--- src/rtl/core/ssr_pkg.sv ---
// Shared types, widths and constants for the smoothed setpoint ramp.
// Holds the sequencer state type, the phase codes and the saturation helper.
// No dependencies.
package ssr_pkg;

  localparam int ValW  = 25;
  localparam int StepW = 24;
  localparam int FacW  = 17;
  localparam int WinW  = 24;
  localparam int DistW = 26;
  localparam int MulAW = 25;
  localparam int MulBW = 17;
  localparam int ProdW = MulAW + MulBW;
  localparam int AccW  = 48;
  localparam int SumW  = 34;

  localparam logic [FacW-1:0] ONE_Q16 = 17'h10000;

  localparam logic CFG_SMOOTH = 1'b0;
  localparam logic CFG_WINDOW = 1'b1;

  typedef logic [2:0] phase_t;

  localparam phase_t PH_FS      = 3'd0;
  localparam phase_t PH_KEEP    = 3'd1;
  localparam phase_t PH_FSD_LO  = 3'd2;
  localparam phase_t PH_FSD_HI  = 3'd3;
  localparam phase_t PH_LIM_LO  = 3'd4;
  localparam phase_t PH_LIM_HI  = 3'd5;
  localparam phase_t PH_LIM_ACC = 3'd6;
  localparam phase_t PH_COMMIT  = 3'd7;

  typedef enum logic {
    ST_IDLE,
    ST_RUN
  } state_t;

  typedef struct packed {
    logic   load;
    logic   run;
    phase_t phase;
    logic   commit;
  } ssr_ctl_t;

  function automatic logic signed [ValW-1:0] sat25(input logic signed [SumW-1:0] v);
    logic signed [SumW-1:0] hi;
    logic signed [SumW-1:0] lo;
    hi = 34'sd16777215;
    lo = -34'sd16777216;
    if (v > hi) begin
      sat25 = 25'sd16777215;
    end else if (v < lo) begin
      sat25 = -25'sd16777216;
    end else begin
      sat25 = v[ValW-1:0];
    end
  endfunction

endpackage

--- src/rtl/core/ssr_mul.sv ---
// Shared unsigned multiplier with a registered product.
// Depends on ssr_pkg for operand and product widths.
module ssr_mul (
  input  logic                       clk,
  input  logic [ssr_pkg::MulAW-1:0]  a,
  input  logic [ssr_pkg::MulBW-1:0]  b,
  output logic [ssr_pkg::ProdW-1:0]  p_r
);

  logic [ssr_pkg::ProdW-1:0] p_nxt;

  assign p_nxt = ssr_pkg::ProdW'(a) * ssr_pkg::ProdW'(b);

  always_ff @(posedge clk) begin
    p_r <= p_nxt;
  end

endmodule

--- src/rtl/core/ssr_seq.sv ---
// Sequencer stepping the shared multiplier through the eight phases of a word.
// Depends on ssr_pkg for the state type, phase codes and control struct.
module ssr_seq (
  input  logic              clk,
  input  logic              rst_n,
  input  logic              in_valid,
  input  logic              slot_free,
  output logic              ready,
  output ssr_pkg::ssr_ctl_t ctl
);

  ssr_pkg::state_t state_r;
  ssr_pkg::state_t state_nxt;
  ssr_pkg::phase_t phase_r;
  ssr_pkg::phase_t phase_nxt;

  always_comb begin
    state_nxt = state_r;
    phase_nxt = phase_r;
    case (state_r)
      ssr_pkg::ST_IDLE: begin
        phase_nxt = ssr_pkg::PH_FS;
        if (in_valid) begin
          state_nxt = ssr_pkg::ST_RUN;
        end
      end
      ssr_pkg::ST_RUN: begin
        if (phase_r != ssr_pkg::PH_COMMIT) begin
          phase_nxt = phase_r + 3'd1;
        end else if (slot_free) begin
          state_nxt = ssr_pkg::ST_IDLE;
          phase_nxt = ssr_pkg::PH_FS;
        end
      end
      default: begin
        state_nxt = ssr_pkg::ST_IDLE;
        phase_nxt = ssr_pkg::PH_FS;
      end
    endcase
  end

  always_comb begin
    ready      = 1'b0;
    ctl.load   = 1'b0;
    ctl.run    = 1'b0;
    ctl.phase  = phase_r;
    ctl.commit = 1'b0;
    case (state_r)
      ssr_pkg::ST_IDLE: begin
        ready    = 1'b1;
        ctl.load = in_valid;
      end
      ssr_pkg::ST_RUN: begin
        ctl.run    = 1'b1;
        ctl.commit = (phase_r == ssr_pkg::PH_COMMIT) && slot_free;
      end
      default: begin
        ready = 1'b0;
      end
    endcase
  end

  always_ff @(posedge clk) begin
    if (!rst_n) begin
      state_r <= ssr_pkg::ST_IDLE;
      phase_r <= ssr_pkg::PH_FS;
    end else begin
      state_r <= state_nxt;
      phase_r <= phase_nxt;
    end
  end

endmodule

--- src/rtl/core/smoothed_setpoint_ramp.sv ---
// A word accepted in idle runs through the eight sequencer phases FS, KEEP, FSD_LO, FSD_HI,
// LIM_LO, LIM_HI, LIM_ACC and COMMIT (six multiplier passes, one accumulate, one commit).
// COMMIT waits for a free output; the sequencer then returns to idle to accept the next word.
// The input is not ready while a word is at work; a finished result waits in the output register.
// Reset (synchronous, rst_n low): value and ramped step clear to zero, the factor and the
// window return to 1.0, the output register empties. Depends on ssr_pkg, ssr_seq, ssr_mul.
module smoothed_setpoint_ramp (
  input  logic        clk,
  input  logic        rst_n,
  input  logic        in_tvalid,
  output logic        in_tready,
  input  logic [55:0] in_tdata,   // target[24:0], step_size[48:25], zero[55:49]
  output logic        out_tvalid,
  input  logic        out_tready,
  output logic [55:0] out_tdata,  // new_value[24:0], new_ramped_step[49:25], at_target[50]
  input  logic        cfg_valid,
  output logic        cfg_ready,
  input  logic        cfg_index,
  input  logic [23:0] cfg_data
);

  ssr_pkg::ssr_ctl_t ctl;
  logic              slot_free;

  logic [ssr_pkg::FacW-1:0]         smoothing_factor_r;
  logic [ssr_pkg::WinW-1:0]         center_window_r;
  logic signed [ssr_pkg::ValW-1:0]  current_value_r;
  logic signed [ssr_pkg::ValW-1:0]  ramped_step_reg_r;

  logic signed [ssr_pkg::ValW-1:0]  target_r;
  logic [ssr_pkg::StepW-1:0]        step_r;
  logic signed [ssr_pkg::DistW-1:0] d_r;
  logic [ssr_pkg::DistW-1:0]        ad_r;
  logic                             inwin_r;
  logic [ssr_pkg::StepW-1:0]        fs_r;
  logic [ssr_pkg::DistW-1:0]        keep_mag_r;
  logic [ssr_pkg::AccW-1:0]         acc_r;
  logic signed [ssr_pkg::ValW-1:0]  ramped_r;

  logic                             out_tvalid_r;
  logic signed [ssr_pkg::ValW-1:0]  out_value_r;
  logic signed [ssr_pkg::ValW-1:0]  out_ramped_r;
  logic                             out_at_r;

  logic signed [ssr_pkg::ValW-1:0]  in_target;
  logic [ssr_pkg::StepW-1:0]        in_step;
  logic signed [ssr_pkg::DistW-1:0] d_nxt;
  logic [ssr_pkg::DistW-1:0]        ad_nxt;
  logic [ssr_pkg::FacW-1:0]         f_eff;
  logic [ssr_pkg::ValW-1:0]         rs_mag;

  logic [ssr_pkg::MulAW-1:0]        mul_a;
  logic [ssr_pkg::MulBW-1:0]        mul_b;
  logic [ssr_pkg::ProdW-1:0]        p_r;

  logic                             d_neg;
  logic                             d_zero;
  logic signed [ssr_pkg::SumW-1:0]  keep_s;
  logic signed [ssr_pkg::SumW-1:0]  term_mag;
  logic signed [ssr_pkg::SumW-1:0]  term_s;
  logic signed [ssr_pkg::ValW-1:0]  ramped_nxt;

  logic [ssr_pkg::ValW-1:0]         ar;
  logic [30:0]                      lim;
  logic [ssr_pkg::ValW-1:0]         m;
  logic                             snap;
  logic signed [ssr_pkg::SumW-1:0]  move_s;
  logic signed [ssr_pkg::ValW-1:0]  value_nxt;

  ssr_seq u_seq (
    .clk       (clk),
    .rst_n     (rst_n),
    .in_valid  (in_tvalid),
    .slot_free (slot_free),
    .ready     (in_tready),
    .ctl       (ctl)
  );

  ssr_mul u_mul (
    .clk (clk),
    .a   (mul_a),
    .b   (mul_b),
    .p_r (p_r)
  );

  assign slot_free = !out_tvalid_r || out_tready;
  assign cfg_ready = 1'b1;

  always_ff @(posedge clk) begin
    if (!rst_n) begin
      smoothing_factor_r <= ssr_pkg::ONE_Q16;
      center_window_r    <= 24'd65536;
    end else if (cfg_valid) begin
      case (cfg_index)
        ssr_pkg::CFG_SMOOTH: smoothing_factor_r <= cfg_data[ssr_pkg::FacW-1:0];
        ssr_pkg::CFG_WINDOW: center_window_r    <= cfg_data;
        default: begin
          center_window_r <= center_window_r;
        end
      endcase
    end
  end

  // distance and window test at accept
  assign in_target = in_tdata[24:0];
  assign in_step   = in_tdata[48:25];
  assign d_nxt     = ssr_pkg::DistW'(in_target) - ssr_pkg::DistW'(current_value_r);
  assign ad_nxt    = d_nxt[ssr_pkg::DistW-1] ? ssr_pkg::DistW'(-d_nxt) : ssr_pkg::DistW'(d_nxt);
  assign f_eff     = (smoothing_factor_r > ssr_pkg::ONE_Q16) ? ssr_pkg::ONE_Q16
                                                             : smoothing_factor_r;
  assign rs_mag    = ramped_step_reg_r[ssr_pkg::ValW-1] ? ssr_pkg::ValW'(-ramped_step_reg_r)
                                                        : ssr_pkg::ValW'(ramped_step_reg_r);

  always_comb begin
    case (ctl.phase)
      ssr_pkg::PH_FS: begin
        mul_a = ssr_pkg::MulAW'(step_r);
        mul_b = f_eff;
      end
      ssr_pkg::PH_KEEP: begin
        mul_a = rs_mag;
        mul_b = ssr_pkg::ONE_Q16 - f_eff;
      end
      ssr_pkg::PH_FSD_LO: begin
        mul_a = ssr_pkg::MulAW'(fs_r);
        mul_b = ssr_pkg::MulBW'(ad_r[11:0]);
      end
      ssr_pkg::PH_FSD_HI: begin
        mul_a = ssr_pkg::MulAW'(fs_r);
        mul_b = ssr_pkg::MulBW'(ad_r[23:12]);
      end
      ssr_pkg::PH_LIM_LO: begin
        mul_a = ssr_pkg::MulAW'(step_r);
        mul_b = ssr_pkg::MulBW'(ad_r[11:0]);
      end
      default: begin
        mul_a = ssr_pkg::MulAW'(step_r);
        mul_b = ssr_pkg::MulBW'(ad_r[23:12]);
      end
    endcase
  end

  // ramped step from the blend terms
  assign d_neg    = d_r[ssr_pkg::DistW-1];
  assign d_zero   = (d_r == '0);
  assign keep_s   = ramped_step_reg_r[ssr_pkg::ValW-1]
                    ? -$signed({8'b0, keep_mag_r}) : $signed({8'b0, keep_mag_r});
  assign term_mag = inwin_r ? $signed({3'b0, acc_r[47:17]}) : $signed({10'b0, fs_r});
  assign term_s   = d_neg ? -term_mag : (d_zero ? '0 : term_mag);
  assign ramped_nxt = ssr_pkg::sat25(term_s + keep_s);

  // move limit, snap and new value
  assign ar     = ramped_r[ssr_pkg::ValW-1] ? ssr_pkg::ValW'(-ramped_r)
                                            : ssr_pkg::ValW'(ramped_r);
  assign lim    = acc_r[47:17];
  assign m      = ({6'b0, ar} < lim) ? ar : lim[ssr_pkg::ValW-1:0];
  assign snap   = inwin_r && (ad_r < {1'b0, m});

  always_comb begin
    if (inwin_r) begin
      if (d_neg) begin
        move_s = -$signed({9'b0, m});
      end else if (d_zero) begin
        move_s = '0;
      end else begin
        move_s = $signed({9'b0, m});
      end
    end else begin
      move_s = ssr_pkg::SumW'(ramped_r);
    end
  end

  assign value_nxt = snap ? target_r
                          : ssr_pkg::sat25(ssr_pkg::SumW'(current_value_r) + move_s);

  always_ff @(posedge clk) begin
    if (ctl.load) begin
      target_r <= in_target;
      step_r   <= in_step;
      d_r      <= d_nxt;
      ad_r     <= ad_nxt;
      inwin_r  <= ad_nxt < ssr_pkg::DistW'(center_window_r);
    end
    if (ctl.run) begin
      case (ctl.phase)
        ssr_pkg::PH_KEEP:    fs_r       <= p_r[39:16];
        ssr_pkg::PH_FSD_LO:  keep_mag_r <= p_r[41:16];
        ssr_pkg::PH_FSD_HI:  acc_r      <= {6'b0, p_r};
        ssr_pkg::PH_LIM_LO:  acc_r      <= acc_r + {p_r[35:0], 12'b0};
        ssr_pkg::PH_LIM_HI: begin
          ramped_r <= ramped_nxt;
          acc_r    <= {6'b0, p_r};
        end
        ssr_pkg::PH_LIM_ACC: acc_r      <= acc_r + {p_r[35:0], 12'b0};
        default: begin
          acc_r <= acc_r;
        end
      endcase
    end
  end

  always_ff @(posedge clk) begin
    if (!rst_n) begin
      current_value_r   <= '0;
      ramped_step_reg_r <= '0;
      out_tvalid_r      <= 1'b0;
    end else if (ctl.commit) begin
      current_value_r   <= value_nxt;
      ramped_step_reg_r <= ramped_r;
      out_tvalid_r      <= 1'b1;
    end else if (out_tready) begin
      out_tvalid_r      <= 1'b0;
    end
  end

  always_ff @(posedge clk) begin
    if (ctl.commit) begin
      out_value_r  <= value_nxt;
      out_ramped_r <= ramped_r;
      out_at_r     <= snap;
    end
  end

  assign out_tvalid = out_tvalid_r;
  assign out_tdata  = {5'b0, out_at_r, out_ramped_r, out_value_r};

endmodule
--- config.mk ---
export PLATFORM = sky130hd
export DESIGN_NAME = smoothed_setpoint_ramp
export DESIGN_NICKNAME = d
export VERILOG_FILES = /design/src/rtl/core/ssr_pkg.sv /design/src/rtl/core/ssr_mul.sv /design/src/rtl/core/ssr_seq.sv /design/src/rtl/core/smoothed_setpoint_ramp.sv
export SDC_FILE = /design/constraint.sdc
export NUM_CORES = 2
export LEC_CHECK = 0
export ABC_AREA = 1
export ABC_CLOCK_PERIOD_IN_PS = 8100
export BUFFER_PORTS_ARGS = -buffer_cell sky130_fd_sc_hd__buf_4
export CAP_MARGIN = 20
export CORE_ASPECT_RATIO = 0.7
export CORE_MARGIN = 1
export CORE_UTILIZATION = 58
export DETAILED_ROUTE_END_ITERATION = 16
export HOLD_SLACK_MARGIN = 0.12
export PLACE_DENSITY = 0.76
export SLEW_MARGIN = 5
export SYNTH_ARGS = -nofsm -noshare
export SYNTH_HDL_FRONTEND = slang
export SYNTH_SLANG_ARGS = --single-unit
--- constraint.sdc ---
create_clock -name clk -period 8.1 [get_ports clk]
set_input_delay 0.81 -clock clk [delete_from_list [all_inputs] [get_ports clk]]
set_output_delay 0.81 -clock clk [all_outputs]
set_load 0.02 [all_outputs]
==> implementation parameters <==
Parameter                              Value

Run status
  Status    completed

Logic synthesis
  Most instantiated library cell after synthesis    nand2_1
  Most used flip-flop cell after synthesis    edfxtp_1
  Cell variety after synth    68
  Syn Std Cell Area    approximately 40000 um^2
  Synth cell count leaders    nand2_1 (1116), inv_1 (908), nor2_1 (433), fa_1 (348), ha_1 (326)
  Fraction of synthesized cell area taken by the top area cell type    0.193
  #FFs+latches synth    401
  Post-synthesis average cell area    7.85 um^2
  Async set-reset flop share out of synthesis    0
  Synth Instances    5199
  Top cell type by total area after synthesis    edfxtp_1
  Number of enable flip-flop cells after synthesis    263
  Portion of the post-synthesis area used by sequential elements    0.261
  Synth area leaders    edfxtp_1 (19%), fa_1 (17%), nand2_1 (10%), ha_1 (10%), inv_1 (8.3%)
  Number of warnings reported in the yosys synthesis log    0

Timing
  Final max-slew violation count    0
  Final Hold Slack    0.403 ns
  Setup violators final    0
  Maximum clock frequency    127 MHz
  Worst slew slack as a fraction of its limit    0.309
  Time the worst path needs with I/O delays and setup    7.89 ns
  Slew at the pin closest to its max-slew limit    1.03 ns
  Final hold vios    0
  Period utilisation layout    0.975
  RSZ-0062 raised after global routing    yes
  Setup tns final    0 ns
  Maximum clock skew at final layout    roughly 0.028 ns

Final layout
  Fillers    5606
  Final standard cell area without fillers    47300 um^2
  Share of post-route cells with drive strength above 1    0.143
  Nets    6332
  Layout overhead on the synthesized area    15.8%

Drt
  1st-pass router iterations    6
  Aggregate routed wire length    133000 um
  DR iter-0 viols    4496
  Remaining number of nets flagged by the antenna check after routing    0
  Total vias in the final route    37.6k
  Avg Vias per Cell    5.78
  Post-detailed-route wirelength per cell    20.4 um
  Remaining design rule violation count    0

Clock network
  Clock slew at the register clock pins of the worst setup and hold paths    0.07 ns
  H-tree levels    2
  Total clock sinks    approximately 400
  Number of CTS-inserted buffers    40
  Clk buf depth    3
  Clock latency reported for the late side of the worst-skew pair    ~0.59 ns
  CTS tree    done
  Cell at the root of the clock tree    clkbuf_16

Floorplan
  FP Rows    80
  Floorplan core area    68900 um^2
  Ports placed on the boundary    between 100 and 150
  Vertical die dimension    between 200 and 250 um
  Area of the die    71500 um^2
  Die Width    319 um
  Initial cell density of the core    0.593

Pwr
  Static leakage    0.0225 uW
  Total power after layout    17700 uW
  Peak ir drop on the vdd network    ~760 uV
  Power density of the placed cells    375 nW/um^2

Global routing
  Global-route usage over all layers    0.367
  Number of global-route vias before repair    between 30k and 40k
  Pin count of the biggest net entering global routing    between 80 and 90
  Antenna violations before repair    8
  First-pass GRT wire length    ~200000 um
  GR Overflow Total    0

Flow run
  Total of max-cap violations    0

Placed design
  Area of placed instances    between 40000 and 50000 um^2
  Detailed placer's ending HPWL    approximately 110000 um
  Buffers on Ports    about 130
  Final weighted congestion in routability-driven placement    approximately 1.1

Critical path
  Slack of the worst reg-to-reg path    about 0.2 ns
  Delay of the slowest cell on the worst path    0.60 ns
  Startpoint type of the worst setup path    flop
  Element type at the critical path end    flop
  Slowest CP cell    fa_1
  Register-to-Register Path Depth    40
  WP data required    8.62 ns
  Reg2Reg Launch Point    ramped_step_reg_r[1]
  Arrival time at the worst endpoint    8.42 ns
  Maximum fanout along the worst path    8
  Kind of critical path    reg -> reg
  Cell repeated most along the worst path    fa_1
  Critical register-to-register path endpoint    u_mul.p_r[40]

Min path
  Startpoint of the tightest hold check path    in_tdata[26]
  Cell depth of the worst hold path    1
  Hold Path End    step_r[1]
  Min-delay worst type    in -> reg
-- state kept, by name (all words and copies together), names as in the netlist, 17 cells and up --
signal              cells
acc_r                  36
ad_r                   25
center_window_r        24
current_value_r        25
d_r                    26
fs_r                   24
keep_mag_r             26
out_ramped_r           25
out_value_r            25
ramped_r               25
ramped_step_reg_r      25
smoothing_factor_r     17
step_r                 24
target_r               25
u_mul.p_r              42
-- area by class of cell --
type	count	area, um^2	share of cell area
diodes	1	2.50	0.0000529
clock buffers	54	1190	0.0252
clock inverters	20	154	0.00326
inverters	921	3460	0.0733
multi-input cells	3723	26800	0.566
flip-flops and latches	401	10700	0.226
well taps	902	1130	0.0239
repair buffers	485	3900	0.0825
-- cell families (layout without fill, tap and decap cells) --
group           count (synthesis)  in the layout  synth area share
compound gates                862            862             0.119
xor+xnor                      201            201            0.0431
fa+ha+maj                     674            674             0.271
buf+inv                      1079           1480             0.102
flops                         401            401             0.261
mux                             2              2          0.000521
other cells                     2              7          0.000184
simple gates                 1978           1978             0.203
-- critical path, delay by kind of cell, from the launching register on --
kind            cells  cell delay, ns
fa+ha+maj           7            3.33
compound gates     11            1.60
simple gates       12            1.60
xor+xnor            1            0.14
buf+inv             9            0.80
flops               1            0.36
-- metrics by stage --
stage               worst slack (ns)   util  instances
floorplan                      0.203      -       5203
global placement              -0.175  0.653       6407
detailed placement            -0.247  0.653       6408
CTS                          0.00562  0.673       6482
global route                  -0.119  0.686       6506
finish                         0.205  0.686       6507
-- per-layer routing --
layer | routed length [um] | share of wire | track usage | vias to the layer above
met5 | 37 | 0.00028 | 0 | -
met4 | 2720 | 0.020 | 0.0718 | 6
met3 | 20300 | 0.15 | 0.132 | 195
met2 | 50900 | 0.38 | 0.480 | 2204
met1 | 58900 | 0.44 | 0.570 | 17700
li1 | - | - | - | 17500
-- where the power goes --
group | internal (uW) | leakage [uW] | switching [uW] | total (uW)
Sequential | 2520 | 0.00356 | 244 | 2770
Clock | 1050 | 0.000654 | 882 | 1930
Combinational | 6070 | 0.0183 | 6980 | 13000
-- how the worst max path moves through the flow --
stage               cells after the start  slack, ns                  start            end
finish                                 40       0.21   ramped_step_reg_r[1]  u_mul.p_r[40]
global route                           41      -0.12   ramped_step_reg_r[1]  u_mul.p_r[41]
CTS                                    42      0.006   ramped_step_reg_r[1]  u_mul.p_r[40]
detailed placement                     41      -0.25   ramped_step_reg_r[1]  u_mul.p_r[41]
global placement                       42      -0.17   ramped_step_reg_r[1]  u_mul.p_r[40]
floorplan                              44       0.20  smoothing_factor_r[1]  u_mul.p_r[40]
-- cell usage in the layout (no fill, tap or decap), types with 133 or more instances in the layout --
master    count
nand2_1    1100
inv_1       880
buf_4       456
nor2_1      413
fa_1        342
ha_1        307
a21oi_1     284
o21ai_0     283
edfxtp_1    263
nand3_1     178
dfxtp_1     133
-- timing repair --
item,in CTS,in global routing
buffers inserted,0,23
hold buffers,0,0
gates resized for setup,15,207
setup endpoints to repair,10,73
pin swaps,0,84
No activity file was read; power rests on OpenSTA's default activity.
